**src/rtl/core/drx_pkg.sv**
```systemverilog
package drx_pkg;

  // Default width of the saturating message byte counter
  localparam int DRX_OFFSET_BITS = 16;

  // DNS field constants
  localparam logic [7:0]  PTR_MARK       = 8'hC0;
  localparam logic [7:0]  RCODE_MASK     = 8'h0F;
  localparam logic [15:0] QTAIL_LEN      = 16'd5;
  localparam logic [15:0] RECORD_HDR_LEN = 16'd10;
  localparam logic [15:0] TYPE_A         = 16'd1;
  localparam logic [15:0] CLASS_IN       = 16'd1;
  localparam logic [15:0] IPV4_LEN       = 16'd4;

  // Result cause codes
  localparam logic [2:0] CAUSE_FOUND      = 3'd0;
  localparam logic [2:0] CAUSE_RCODE      = 3'd1;
  localparam logic [2:0] CAUSE_SHORT      = 3'd2;
  localparam logic [2:0] CAUSE_QCOUNT     = 3'd3;
  localparam logic [2:0] CAUSE_Q_OVERRUN  = 3'd4;
  localparam logic [2:0] CAUSE_A_OVERRUN  = 3'd5;
  localparam logic [2:0] CAUSE_RR_BEYOND  = 3'd6;
  localparam logic [2:0] CAUSE_NONE       = 3'd7;

  // Parse phase
  typedef enum logic [3:0] {
    PH_HEADER = 4'd0,
    PH_QNAME  = 4'd1,
    PH_QLABEL = 4'd2,
    PH_QPTR   = 4'd3,
    PH_QTAIL  = 4'd4,
    PH_ANAME  = 4'd5,
    PH_ALABEL = 4'd6,
    PH_APTR   = 4'd7,
    PH_RECORD = 4'd8,
    PH_RDATA  = 4'd9
  } drx_phase_t;

  // One result per message
  typedef struct packed {
    logic [31:0] ipv4_address;
    logic [15:0] message_id;
    logic [3:0]  reply_code;
    logic [2:0]  cause;
    logic        failed;
  } drx_result_t;

endpackage

```
**src/rtl/core/dns_reply_ipv4_extractor.sv**
```systemverilog
// DNS reply IPv4 extractor.
// Input stream: one DNS message byte per request on in_tdata, in_tlast on the
// final byte. Output stream: one request per message, issued for its final
// byte, carrying the header ID, reply code, first A/IN address and a cause.
// Bytes pass through an input register into a per-byte parse state machine
// and the result lands in an output register; no stage iterates.
// Throughput: one byte per cycle, messages back to back, except while a final
// byte is held; out_tvalid is registered when that final byte advances.
// The output register stalls on out_tready low; while it is full only a
// final byte waits in the input register, other bytes keep flowing, so
// in_tready drops only when a second result would collide with the first.
// Reset (rst_n low, synchronous) empties both registers and puts the parser
// at the start of a message; every final byte does the same for the parser.
// The byte counter saturates at its maximum, only the header uses it.
module dns_reply_ipv4_extractor #(
  parameter int OFFSET_BITS = drx_pkg::DRX_OFFSET_BITS
) (
  input  logic        clk,
  input  logic        rst_n,
  input  logic        in_tvalid,
  output logic        in_tready,
  input  logic [7:0]  in_tdata,   // [7:0] data_byte
  input  logic        in_tlast,   // last_byte
  output logic        out_tvalid,
  input  logic        out_tready,
  output logic [55:0] out_tdata   // [0] failed, [3:1] cause, [7:4] reply_code,
                                  // [23:8] message_id, [55:24] ipv4_address
);
  import drx_pkg::*;

  logic        in_valid_r;
  logic [7:0]  in_byte_r;
  logic        in_last_r;
  logic        advance;
  logic        out_valid_r;
  drx_result_t out_data_r;
  drx_result_t result;

  // A final byte may only advance when the output register can take it
  assign advance   = in_valid_r && (!in_last_r || !out_valid_r || out_tready);
  assign in_tready = !in_valid_r || advance;

  // Input register
  always_ff @(posedge clk) begin
    if (!rst_n) begin
      in_valid_r <= 1'b0;
    end else if (in_tready) begin
      in_valid_r <= in_tvalid;
    end
  end

  always_ff @(posedge clk) begin
    if (in_tvalid && in_tready) begin
      in_byte_r <= in_tdata;
      in_last_r <= in_tlast;
    end
  end

  drx_parser #(
    .OFFSET_BITS(OFFSET_BITS)
  ) u_parser (
    .clk       (clk),
    .rst_n     (rst_n),
    .step      (advance),
    .data_byte (in_byte_r),
    .last_byte (in_last_r),
    .result    (result)
  );

  // Output register
  always_ff @(posedge clk) begin
    if (!rst_n) begin
      out_valid_r <= 1'b0;
    end else if (advance && in_last_r) begin
      out_valid_r <= 1'b1;
    end else if (out_tready) begin
      out_valid_r <= 1'b0;
    end
  end

  always_ff @(posedge clk) begin
    if (advance && in_last_r) begin
      out_data_r <= result;
    end
  end

  assign out_tvalid = out_valid_r;
  assign out_tdata  = {out_data_r.ipv4_address, out_data_r.message_id,
                       out_data_r.reply_code, out_data_r.cause, out_data_r.failed};

  // failed follows the cause code
  assert property (@(posedge clk) disable iff (!rst_n)
    out_valid_r |-> (out_data_r.failed == (out_data_r.cause >= CAUSE_SHORT)))
    else $error("failed flag disagrees with cause");

  // an address is only reported when one was found
  assert property (@(posedge clk) disable iff (!rst_n)
    out_valid_r && (out_data_r.cause != CAUSE_FOUND) |-> (out_data_r.ipv4_address == 32'd0))
    else $error("address reported without a match");

  // a short header reports no header fields
  assert property (@(posedge clk) disable iff (!rst_n)
    out_valid_r && (out_data_r.cause == CAUSE_SHORT) |->
      (out_data_r.message_id == 16'd0) && (out_data_r.reply_code == 4'd0))
    else $error("short header reports header fields");

  // a held final byte stays in the input register until it advances
  assert property (@(posedge clk) disable iff (!rst_n)
    in_valid_r && !advance |=> in_valid_r && in_last_r && $stable(in_byte_r))
    else $error("stalled byte lost from input register");

  // an unread result is never overwritten
  assert property (@(posedge clk) disable iff (!rst_n)
    out_valid_r && !out_tready |=> out_valid_r && $stable(out_data_r))
    else $error("pending result overwritten");

endmodule

```
**src/rtl/core/drx_parser.sv**
```systemverilog
module drx_parser #(
  parameter int OFFSET_BITS = drx_pkg::DRX_OFFSET_BITS
) (
  input  logic                 clk,
  input  logic                 rst_n,
  input  logic                 step,
  input  logic [7:0]           data_byte,
  input  logic                 last_byte,
  output drx_pkg::drx_result_t result
);
  import drx_pkg::*;

  drx_phase_t             phase_r, phase_nxt;
  logic [OFFSET_BITS-1:0] off_r, off_nxt;
  logic [15:0]            skip_r, skip_nxt;
  logic [15:0]            ans_r, ans_nxt;
  logic [15:0]            ans_dec;
  logic [15:0]            id_r, id_nxt;
  logic [3:0]             rcode_r, rcode_nxt;
  logic [15:0]            qd_r, qd_nxt;
  logic [47:0]            rec_r, rec_nxt;
  logic [31:0]            addr_r, addr_nxt;
  logic                   decided_r, decided_nxt;
  logic [2:0]             cause_r, cause_nxt;
  logic [15:0]            skip_dec;
  logic                   rec_match;
  logic                   rec_shift;
  logic [2:0]             end_cause;

  assign skip_dec  = skip_r - 16'd1;
  assign ans_dec   = ans_r - 16'd1;
  assign rec_match = (rec_r[47:32] == TYPE_A) && (rec_r[31:16] == CLASS_IN) &&
                     (rec_r[15:0] == IPV4_LEN);
  // Type and class are the first four record header bytes, length the last two
  assign rec_shift = (skip_r > (RECORD_HDR_LEN - 16'd4)) || (skip_r <= 16'd2);

  // Per-byte state update
  always_comb begin
    phase_nxt   = phase_r;
    skip_nxt    = skip_r;
    ans_nxt     = ans_r;
    id_nxt      = id_r;
    rcode_nxt   = rcode_r;
    qd_nxt      = qd_r;
    rec_nxt     = rec_r;
    addr_nxt    = addr_r;
    decided_nxt = decided_r;
    cause_nxt   = cause_r;
    off_nxt     = (off_r == '1) ? off_r : off_r + 1'b1;

    if (!decided_r) begin
      case (phase_r)
        PH_HEADER: begin
          if (off_r < OFFSET_BITS'(8)) begin
            case (off_r[2:0])
              3'd0: id_nxt[15:8] = data_byte;
              3'd1: id_nxt[7:0]  = data_byte;
              3'd3: rcode_nxt    = data_byte[3:0] & RCODE_MASK[3:0];
              3'd4: qd_nxt[15:8] = data_byte;
              3'd5: qd_nxt[7:0]  = data_byte;
              3'd6: ans_nxt[15:8] = data_byte;
              3'd7: ans_nxt[7:0]  = data_byte;
              default: ;
            endcase
          end
          if (off_r == OFFSET_BITS'(11)) begin
            if (rcode_r != 4'd0) begin
              decided_nxt = 1'b1;
              cause_nxt   = CAUSE_RCODE;
            end else if (qd_r != 16'd1) begin
              decided_nxt = 1'b1;
              cause_nxt   = CAUSE_QCOUNT;
            end else begin
              phase_nxt = PH_QNAME;
            end
          end
        end
        PH_QNAME: begin
          if (data_byte == 8'd0) begin
            skip_nxt  = QTAIL_LEN - 16'd1;
            phase_nxt = PH_QTAIL;
          end else if ((data_byte & PTR_MARK) == PTR_MARK) begin
            phase_nxt = PH_QPTR;
          end else begin
            skip_nxt  = {8'd0, data_byte};
            phase_nxt = PH_QLABEL;
          end
        end
        PH_QLABEL: begin
          skip_nxt = skip_dec;
          if (skip_dec == 16'd0) phase_nxt = PH_QNAME;
        end
        PH_QPTR: begin
          skip_nxt  = QTAIL_LEN - 16'd1;
          phase_nxt = PH_QTAIL;
        end
        PH_QTAIL: begin
          skip_nxt = skip_dec;
          if (skip_dec == 16'd0) begin
            if (ans_r == 16'd0) begin
              decided_nxt = 1'b1;
              cause_nxt   = CAUSE_NONE;
            end else begin
              phase_nxt = PH_ANAME;
            end
          end
        end
        PH_ANAME: begin
          if (data_byte == 8'd0) begin
            skip_nxt  = RECORD_HDR_LEN;
            rec_nxt   = '0;
            phase_nxt = PH_RECORD;
          end else if ((data_byte & PTR_MARK) == PTR_MARK) begin
            phase_nxt = PH_APTR;
          end else begin
            skip_nxt  = {8'd0, data_byte};
            phase_nxt = PH_ALABEL;
          end
        end
        PH_ALABEL: begin
          skip_nxt = skip_dec;
          if (skip_dec == 16'd0) phase_nxt = PH_ANAME;
        end
        PH_APTR: begin
          skip_nxt  = RECORD_HDR_LEN;
          rec_nxt   = '0;
          phase_nxt = PH_RECORD;
        end
        PH_RECORD: begin
          if (rec_shift) rec_nxt = {rec_r[39:0], data_byte};
          skip_nxt = skip_dec;
          if (skip_dec == 16'd0) begin
            // Record header complete: rec_nxt holds the data length
            if (rec_nxt[15:0] == 16'd0) begin
              ans_nxt = ans_dec;
              if (ans_dec == 16'd0) begin
                decided_nxt = 1'b1;
                cause_nxt   = CAUSE_NONE;
              end else begin
                phase_nxt = PH_ANAME;
              end
            end else begin
              skip_nxt  = rec_nxt[15:0];
              phase_nxt = PH_RDATA;
            end
          end
        end
        PH_RDATA: begin
          if (rec_match) addr_nxt = {addr_r[23:0], data_byte};
          skip_nxt = skip_dec;
          if (skip_dec == 16'd0) begin
            if (rec_match) begin
              decided_nxt = 1'b1;
              cause_nxt   = CAUSE_FOUND;
            end else begin
              ans_nxt = ans_dec;
              if (ans_dec == 16'd0) begin
                decided_nxt = 1'b1;
                cause_nxt   = CAUSE_NONE;
              end else begin
                phase_nxt = PH_ANAME;
              end
            end
          end
        end
        default: ;
      endcase
    end
  end

  // Cause when the message ends after this byte
  always_comb begin
    if (decided_nxt) begin
      end_cause = cause_nxt;
    end else begin
      case (phase_nxt)
        PH_HEADER: end_cause = CAUSE_SHORT;
        PH_QNAME, PH_QLABEL, PH_QPTR: end_cause = CAUSE_Q_OVERRUN;
        PH_QTAIL: end_cause = (ans_nxt != 16'd0) ? CAUSE_A_OVERRUN : CAUSE_NONE;
        PH_ANAME, PH_ALABEL: end_cause = CAUSE_A_OVERRUN;
        PH_APTR, PH_RECORD, PH_RDATA: end_cause = CAUSE_RR_BEYOND;
        default: end_cause = CAUSE_NONE;
      endcase
    end
  end

  // Result fields, valid when the final byte is stepped
  always_comb begin
    result.failed       = (end_cause >= CAUSE_SHORT);
    result.cause        = end_cause;
    result.reply_code   = (end_cause == CAUSE_SHORT) ? 4'd0 : rcode_nxt;
    result.message_id   = (end_cause == CAUSE_SHORT) ? 16'd0 : id_nxt;
    result.ipv4_address = (end_cause == CAUSE_FOUND) ? addr_nxt : 32'd0;
  end

  // Control state; the final byte returns the parser to its start
  always_ff @(posedge clk) begin
    if (!rst_n) begin
      phase_r   <= PH_HEADER;
      off_r     <= '0;
      decided_r <= 1'b0;
      cause_r   <= CAUSE_FOUND;
      skip_r    <= '0;
    end else if (step) begin
      if (last_byte) begin
        phase_r   <= PH_HEADER;
        off_r     <= '0;
        decided_r <= 1'b0;
        cause_r   <= CAUSE_FOUND;
        skip_r    <= '0;
      end else begin
        phase_r   <= phase_nxt;
        off_r     <= off_nxt;
        decided_r <= decided_nxt;
        cause_r   <= cause_nxt;
        skip_r    <= skip_nxt;
      end
    end
  end

  // Captured header and record fields, each rewritten before it is used
  always_ff @(posedge clk) begin
    if (step) begin
      ans_r   <= ans_nxt;
      id_r    <= id_nxt;
      rcode_r <= rcode_nxt;
      qd_r    <= qd_nxt;
      rec_r   <= rec_nxt;
      addr_r  <= addr_nxt;
    end
  end

endmodule
```
**config.mk**
```make
export PLATFORM = sky130hd
export DESIGN_NAME = dns_reply_ipv4_extractor
export DESIGN_NICKNAME = d
export VERILOG_FILES = /design/src/rtl/core/drx_pkg.sv /design/src/rtl/core/dns_reply_ipv4_extractor.sv /design/src/rtl/core/drx_parser.sv
export SDC_FILE = /design/constraint.sdc
export NUM_CORES = 1
export LEC_CHECK = 0
export BUFFER_PORTS_ARGS = -buffer_cell sky130_fd_sc_hd__buf_4
export CAP_MARGIN = 5
export CORE_MARGIN = 2
export CORE_UTILIZATION = 50
export CTS_BUF_LIST = sky130_fd_sc_hd__clkbuf_8
export DETAILED_ROUTE_END_ITERATION = 8
export PLACE_DENSITY = 0.77
export REMOVE_ABC_BUFFERS = 1
export SYNTH_ARGS = -nofsm -noshare
export SYNTH_HDL_FRONTEND = slang
export SYNTH_SLANG_ARGS = --single-unit
```
**constraint.sdc**
```tcl
create_clock -name clk -period 6.9 [get_ports clk]
set_clock_uncertainty 0.05 [all_clocks]
set_input_delay 1.035 -clock clk [delete_from_list [all_inputs] [get_ports clk]]
set_output_delay 1.035 -clock clk [all_outputs]
set_load 0.05 [all_outputs]
```
; ---- Word level (Yosys, flattened, before mapping)
; Cells that the tools add are included.
[op_classes]
addsub = 3
n_lt_le_gt_ge = 4
eq_ne = 36
n_mux = 86
bitwise_logic = 1
n_reduce_logical = 36
[ops]
columns = cell, n
row1 = two-way mux 16 bit, 18
row2 = two-way mux 48 bit, 4
row3 = case mux 48 bit (3 select lines), 1
row4 = two-way mux 32 bit, 3
row5 = case mux 16 bit (6 select lines), 1
row6 = two-way mux 4 bit, 20
row7 = logical NOT 16 bit, 4
row8 = case mux 16 bit (3 select lines), 1
row9 = case mux 4 bit (10 select lines), 1
row10 = two-way mux 3 bit, 13
row11 = "equality test 16 x 1 -> 1 bit, second input constant", 2
row12 = "equality test 4 x 3 -> 1 bit, second input constant", 8
row13 = two-way mux 8 bit, 4
row14 = "subtractor 16 x 1 -> 16 bit, second input constant", 2
row15 = "adder 16 x 1 -> 16 bit, second input constant", 1
row16 = "equality test 16 bit, second input constant", 1
row17 = "equality test 16 x 3 -> 1 bit, second input constant", 1
row18 = "equality test 16 x 4 -> 1 bit, second input constant", 1
row19 = "equality test 4 x 2 -> 1 bit, second input constant", 4
row20 = "equality test 4 bit, second input constant", 4
row21 = "greater-than comparator 16 x 3 -> 1 bit, second input constant", 1
row22 = "<= comparator 16 x 2 -> 1 bit, second input constant", 1
row23 = "< comparator 16 x 4 -> 1 bit, second input constant", 1
row24 = two-way mux 1 bit, 16
row25 = 33 further kinds, 53
[totals]
reg_bits = 239
in_bits = 13
out_inout_bits = 58
wordCells = 188

; ---- Depth between registers and ports, before layout
[depth]
word_depth = 15
depth_mapped = 17
ltp_nobuf = 13

; ---- Hierarchy
; From an unflattened synthesis, not the netlist that was laid out.
[unflattened]
hier_cells = 1170
hier_area_um2 = 12719.7
[by_module_without_submodules]
columns = module, n_inst, cells_per_inst, area_per_inst_um2, seq_area_each_um2
row1 = drx_parser, 1, 1093, 10650.2, 4764.6
row2 = dns_reply_ipv4_extractor, 1, 77, 2069.5, 1991.9

; ---- Worst setup path before layout
; Ideal clock, no wire load.
[synth_path]
kind = register to register
start = register in_byte_r[6]
end = register u_parser.rec_r[16] (enable)
setup_ps = 470
arrival_ps = 5314
t_required_ps = 6380
path_slack_ps = 1065
path_stages_with_launch = 8
n_path_buf = 1
period_less_slack_ps = 5835
cell_sequence = edfxtp_1 -> clkbuf_1 -> nor4_1 -> and2_1 -> o21ai_0 -> or2_2 -> a211oi_1 -> a21boi_0
[synth_between]
elab_chain_len = 3
[synth_lines]
columns = element, line
row1 = start: declaration, dns_reply_ipv4_extractor.sv:32  ; logic [7:0] in_byte_r;
row2 = start signal: assignment, dns_reply_ipv4_extractor.sv:54  ; in_byte_r <= in_tdata;
row3 = logical NOT 8 bit, drx_parser.sv:109  ; if (data_byte == 8'd0) begin
row4 = inequality test 2 x 1 -> 1 bit (no source line), n/a
row5 = AND reduction 5 bit (no source line), n/a
row6 = end signal: assignment, drx_parser.sv:228  ; rec_r <= rec_nxt;
row7 = end: declaration, drx_parser.sv:21  ; logic [47:0] rec_r, rec_nxt;
; Every way passes these cells.
; A chain may end at the register's enable or synchronous reset.

; ---- Final worst setup path
[layout_path]
start = register u_parser.skip_r[0]
end = register out_data_r, in the netlist out_tdata[49], data pin
[layout_between]
elab_chain_len = 15
elab_cells_between_ends = 52
classes_between = add/sub: 1 / order compare: 2 / eq/ne: 9 / mux: 31 / reduce/logical: 9
[layout_lines]
columns = element, line
row1 = start: declaration, drx_parser.sv:15  ; logic [15:0] skip_r, skip_nxt;
row2 = start signal: assignment, drx_parser.sv:216  ; skip_r <= skip_nxt;
row3 = greater-than comparator 16 x 3 -> 1 bit / <= comparator 16 x 2 -> 1 bit (equally long branches), drx_parser.sv:35  ; assign rec_shift = (skip_r > (RECORD_HDR_LEN - 16'd4)) || (skip_r <= 16'd2);
row4 = logical OR 1 bit, drx_parser.sv:35
row5 = two-way mux 48 bit, drx_parser.sv:130  ; if (rec_shift) rec_nxt = {rec_r[39:0], data_byte};
row6 = two-way mux 48 bit, drx_parser.sv:52  ; case (phase_r)
row7 = two-way mux 48 bit, drx_parser.sv:51  ; if (!decided_r) begin
row8 = logical NOT 16 bit, drx_parser.sv:134  ; if (rec_nxt[15:0] == 16'd0) begin
row9 = two-way mux 4 bit / two-way mux 16 bit (equally long branches), drx_parser.sv:134
row10 = two-way mux 4 bit / two-way mux 16 bit (equally long branches), drx_parser.sv:132  ; if (skip_dec == 16'd0) begin
row11 = case mux 4 bit (10 select lines) / case mux 16 bit (3 select lines) (equally long branches), drx_parser.sv:52
row12 = two-way mux 4 bit / two-way mux 16 bit (equally long branches), drx_parser.sv:51
row13 = equality test 4 x 3 -> 1 bit (tied with other cells), drx_parser.sv:176  ; case (phase_nxt)
row14 = OR reduction 3 bit (tied with other cells), drx_parser.sv:176
row15 = case mux 3 bit (5 select lines), drx_parser.sv:176
row16 = two-way mux 3 bit (*), drx_parser.sv:173  ; if (decided_nxt) begin
row17 = logical NOT 3 bit (*), drx_parser.sv:193  ; result.ipv4_address = (end_cause == CAUSE_FOUND) ? addr_nxt : 32'd0;
row18 = end signal: assignment, dns_reply_ipv4_extractor.sv:83  ; out_data_r <= result;
row19 = end: declaration, dns_reply_ipv4_extractor.sv:36  ; drx_result_t out_data_r;
; Mark *: on every way between the ends. The rest lies on a longest branch, timed or not. The select of a mux whose other input is x is not followed.

==> flow_metrics.tcl <==
set metrics [dict create \
    path_max_fanout 32 \
    dpl.hpwl_mm 23.9 \
    grt_pass1_wl_mm 55.0 \
    diodes 0 \
    final_net_count 1322 \
    cellPowerDensity_mw_per_mm2 206 \
    maxCapViolCount 0 \
    regArea_mm2 0.00676 \
    ys_seq_area_frac 0.519 \
    wl_mm 35.7 \
    ys_types 83 \
    min_path_cells 2 \
    htreeDepth 2 \
    synth_cells 1232 \
    numCtsBuffers 40 \
    route.detailed.drc 0 \
    path_class "flop to flop" \
    whs_ps 490 \
    finalCritPeriodShare 0.748 \
    syn_area_mm2 0.0130 \
    fin_setup_tns_ps 0 \
    hold_violations 0 \
    status "complete, no violations" \
    cts_root_buf "clkbuf_8" \
    synth.avg_cell_area_um2 10.6 \
    p_leak_nw 5.07 \
    insertion_delay_ps 560 \
    rr_worst_depth 15 \
    maxSlewViolCount 0 \
    synth-seq-cells 239 \
    setup_viol 0 \
    initial_utilization 0.504 \
    post_cts_buffers 0 \
    critPathArrivalTime_ps 5500 \
    cts_resized 0 \
    drive_above_1_share 0.180 \
    clk_pin_slew_ps 60 \
    min_period_ps 5160 \
    first_global_vias 9911 \
    synth-edff-count 197 \
    cts_tree "yes" \
    tightest_slew_ps 1120 \
    drtIter0Drc 1241 \
    grt_max_degree 50 \
    layout_commonest_cell "edfxtp_1" \
    final_cell_mix "197 x edfxtp_1, 101 x nor2_1, 99 x buf_4, 88 x nand2_1, 63 x nor2b_1" \
    rows 59 \
    crit_path_start_kind "flop" \
    postCtsHoldBufs 0 \
    async_flop_share 0 \
    fin_util 0.570 \
    core-area_mm2 0.0258 \
    synth_ff_type "edfxtp_1" \
    ant_nets 0 \
    grt_setup_unrepaired "false" \
    via_count 10300 \
    syn_to_final_growth_pct 13.0 \
    die_area_mm2 0.0274 \
    gp_congestion 0.971 \
    die_w_um 165 \
    wl_per_cell_um 21.5 \
    antenna_found_initial 0 \
    design_area_mm2 0.0147 \
    overflow 0 \
    relSlewSlack 0.248 \
    postPlaceCellArea_mm2 0.0139 \
    multi_input_area_mm2 0.00589 \
    worstSetupEndpointType "flop" \
    fmax_mhz 194 \
    portBuffers 70 \
    synth_warnings 0 \
    drt_first_pass_iters 6 \
    required_ps 7240 \
    hold_path_class "flop to flop" \
    viasPerCell 6.22 \
    ios 71 \
    max-vdd-ir-drop_mv 0.187 \
    nFillCells 2201 \
    clockBufferDepth 3 \
    track_usage 0.262 \
    chipHeight_um 165 \
    cts_sinks 239 \
]
## critical path, cell delays in order (launching register included)
cell and delay, ps:
dfxtp_1 410, inv_1 120, ha_1 310, or4b_1 620
xnor2_1 180, o31ai_1 290, and4b_1 590, nand3_1 640
nor4_1 450, o21ai_1 190, nor2_1 150, a22oi_1 100
buf_4 230, o21bai_2 200, buf_4 270, nor2b_1 190
## power breakdown
group	leakage (nW)	switching, mW	internal, mW
sequential	2.15	0.0164	1.58
combinational	2.46	0.106	0.0452
clock	0.456	0.585	0.706
total	5.07	0.708	2.33
## per-stage QoR
stage / power (mW) / setup WS (ps) / std cells
after global placement: 1.77 / 2020 / 1590
after CTS: 3.06 / 1890 / 1662
after global routing: 3.13 / 1370 / 1662
final: 3.04 / 1740 / 1662
after detailed placement: 1.77 / 1920 / 1590
after floorplan: 1.71 / 1050 / 1156
## Yosys cell counts (all sizes together), types with 15 or more instances
library cell | n | area share
o21ai | 60 | 0.023
and2 | 51 | 0.025
nand3 | 31 | 0.012
a31oi | 15 | 0.0072
mux2 | 53 | 0.046
edfxtp | 197 | 0.45
nor2b | 63 | 0.030
inv | 23 | 0.0066
nor4 | 42 | 0.024
dfxtp | 42 | 0.065
clkbuf | 56 | 0.016
nand2 | 88 | 0.025
xnor2 | 17 | 0.011
nor2 | 102 | 0.030
mux2i | 26 | 0.020
nor3 | 28 | 0.012
o21a | 26 | 0.015
buf | 20 | 0.0083
nand4 | 24 | 0.012
a21oi | 56 | 0.022
## layer usage
layer | vias up | share of wire | GRT usage
met1 | 5008 | 0.43 | 0.362
met2 | 472 | 0.45 | 0.408
met4 | 0 | 0.041 | 0.120
li1 | 4753 | - | -
met3 | 105 | 0.077 | 0.0432
met5 | - | 0 | 0
## sequential cells by signal, indices dropped and copies added, names as in the netlist
name	count
out_tvalid	1
in_byte_r	8
u_parser.rcode_r	4
out_tdata	56
u_parser.decided_r	1
u_parser.skip_r	16
in_last_r	1
u_parser.off_r	16
u_parser.ans_r	16
u_parser.qd_r	16
u_parser.id_r	16
in_valid_r	1
u_parser.rec_r	48
u_parser.phase_r	4
u_parser.cause_r	3
u_parser.addr_r	32
## cells by family after synthesis
family | Yosys count | synth area share
xor gates and xnor gates | 31 | 0.0208
AOI/OAI and AO/OA | 257 | 0.133
DFF | 239 | 0.519
and+or+nand+nor | 515 | 0.219
buffers and inverters | 99 | 0.0311
adders and majority gates | 12 | 0.0115
muxes | 79 | 0.0658
## cell type report
class,instances,share of cell area
Sequential cell,239,0.459
Clock buffer,44,0.0412
Multi-Input combinational cell,894,0.400
Timing Repair Buffer,99,0.0505
Inverter,23,0.00587
Clock inverter,28,0.0145
Tap cell,335,0.0285
## worst paths after layout
path                      start            end  slack (ps)
max reg2reg  u_parser.skip_r[0]  out_tdata[49]        1740
min reg2reg          in_valid_r     in_valid_r         490
min                  in_valid_r     in_valid_r         490
max          u_parser.skip_r[0]  out_tdata[49]        1740
No activity file was read; power rests on OpenSTA's default activity.
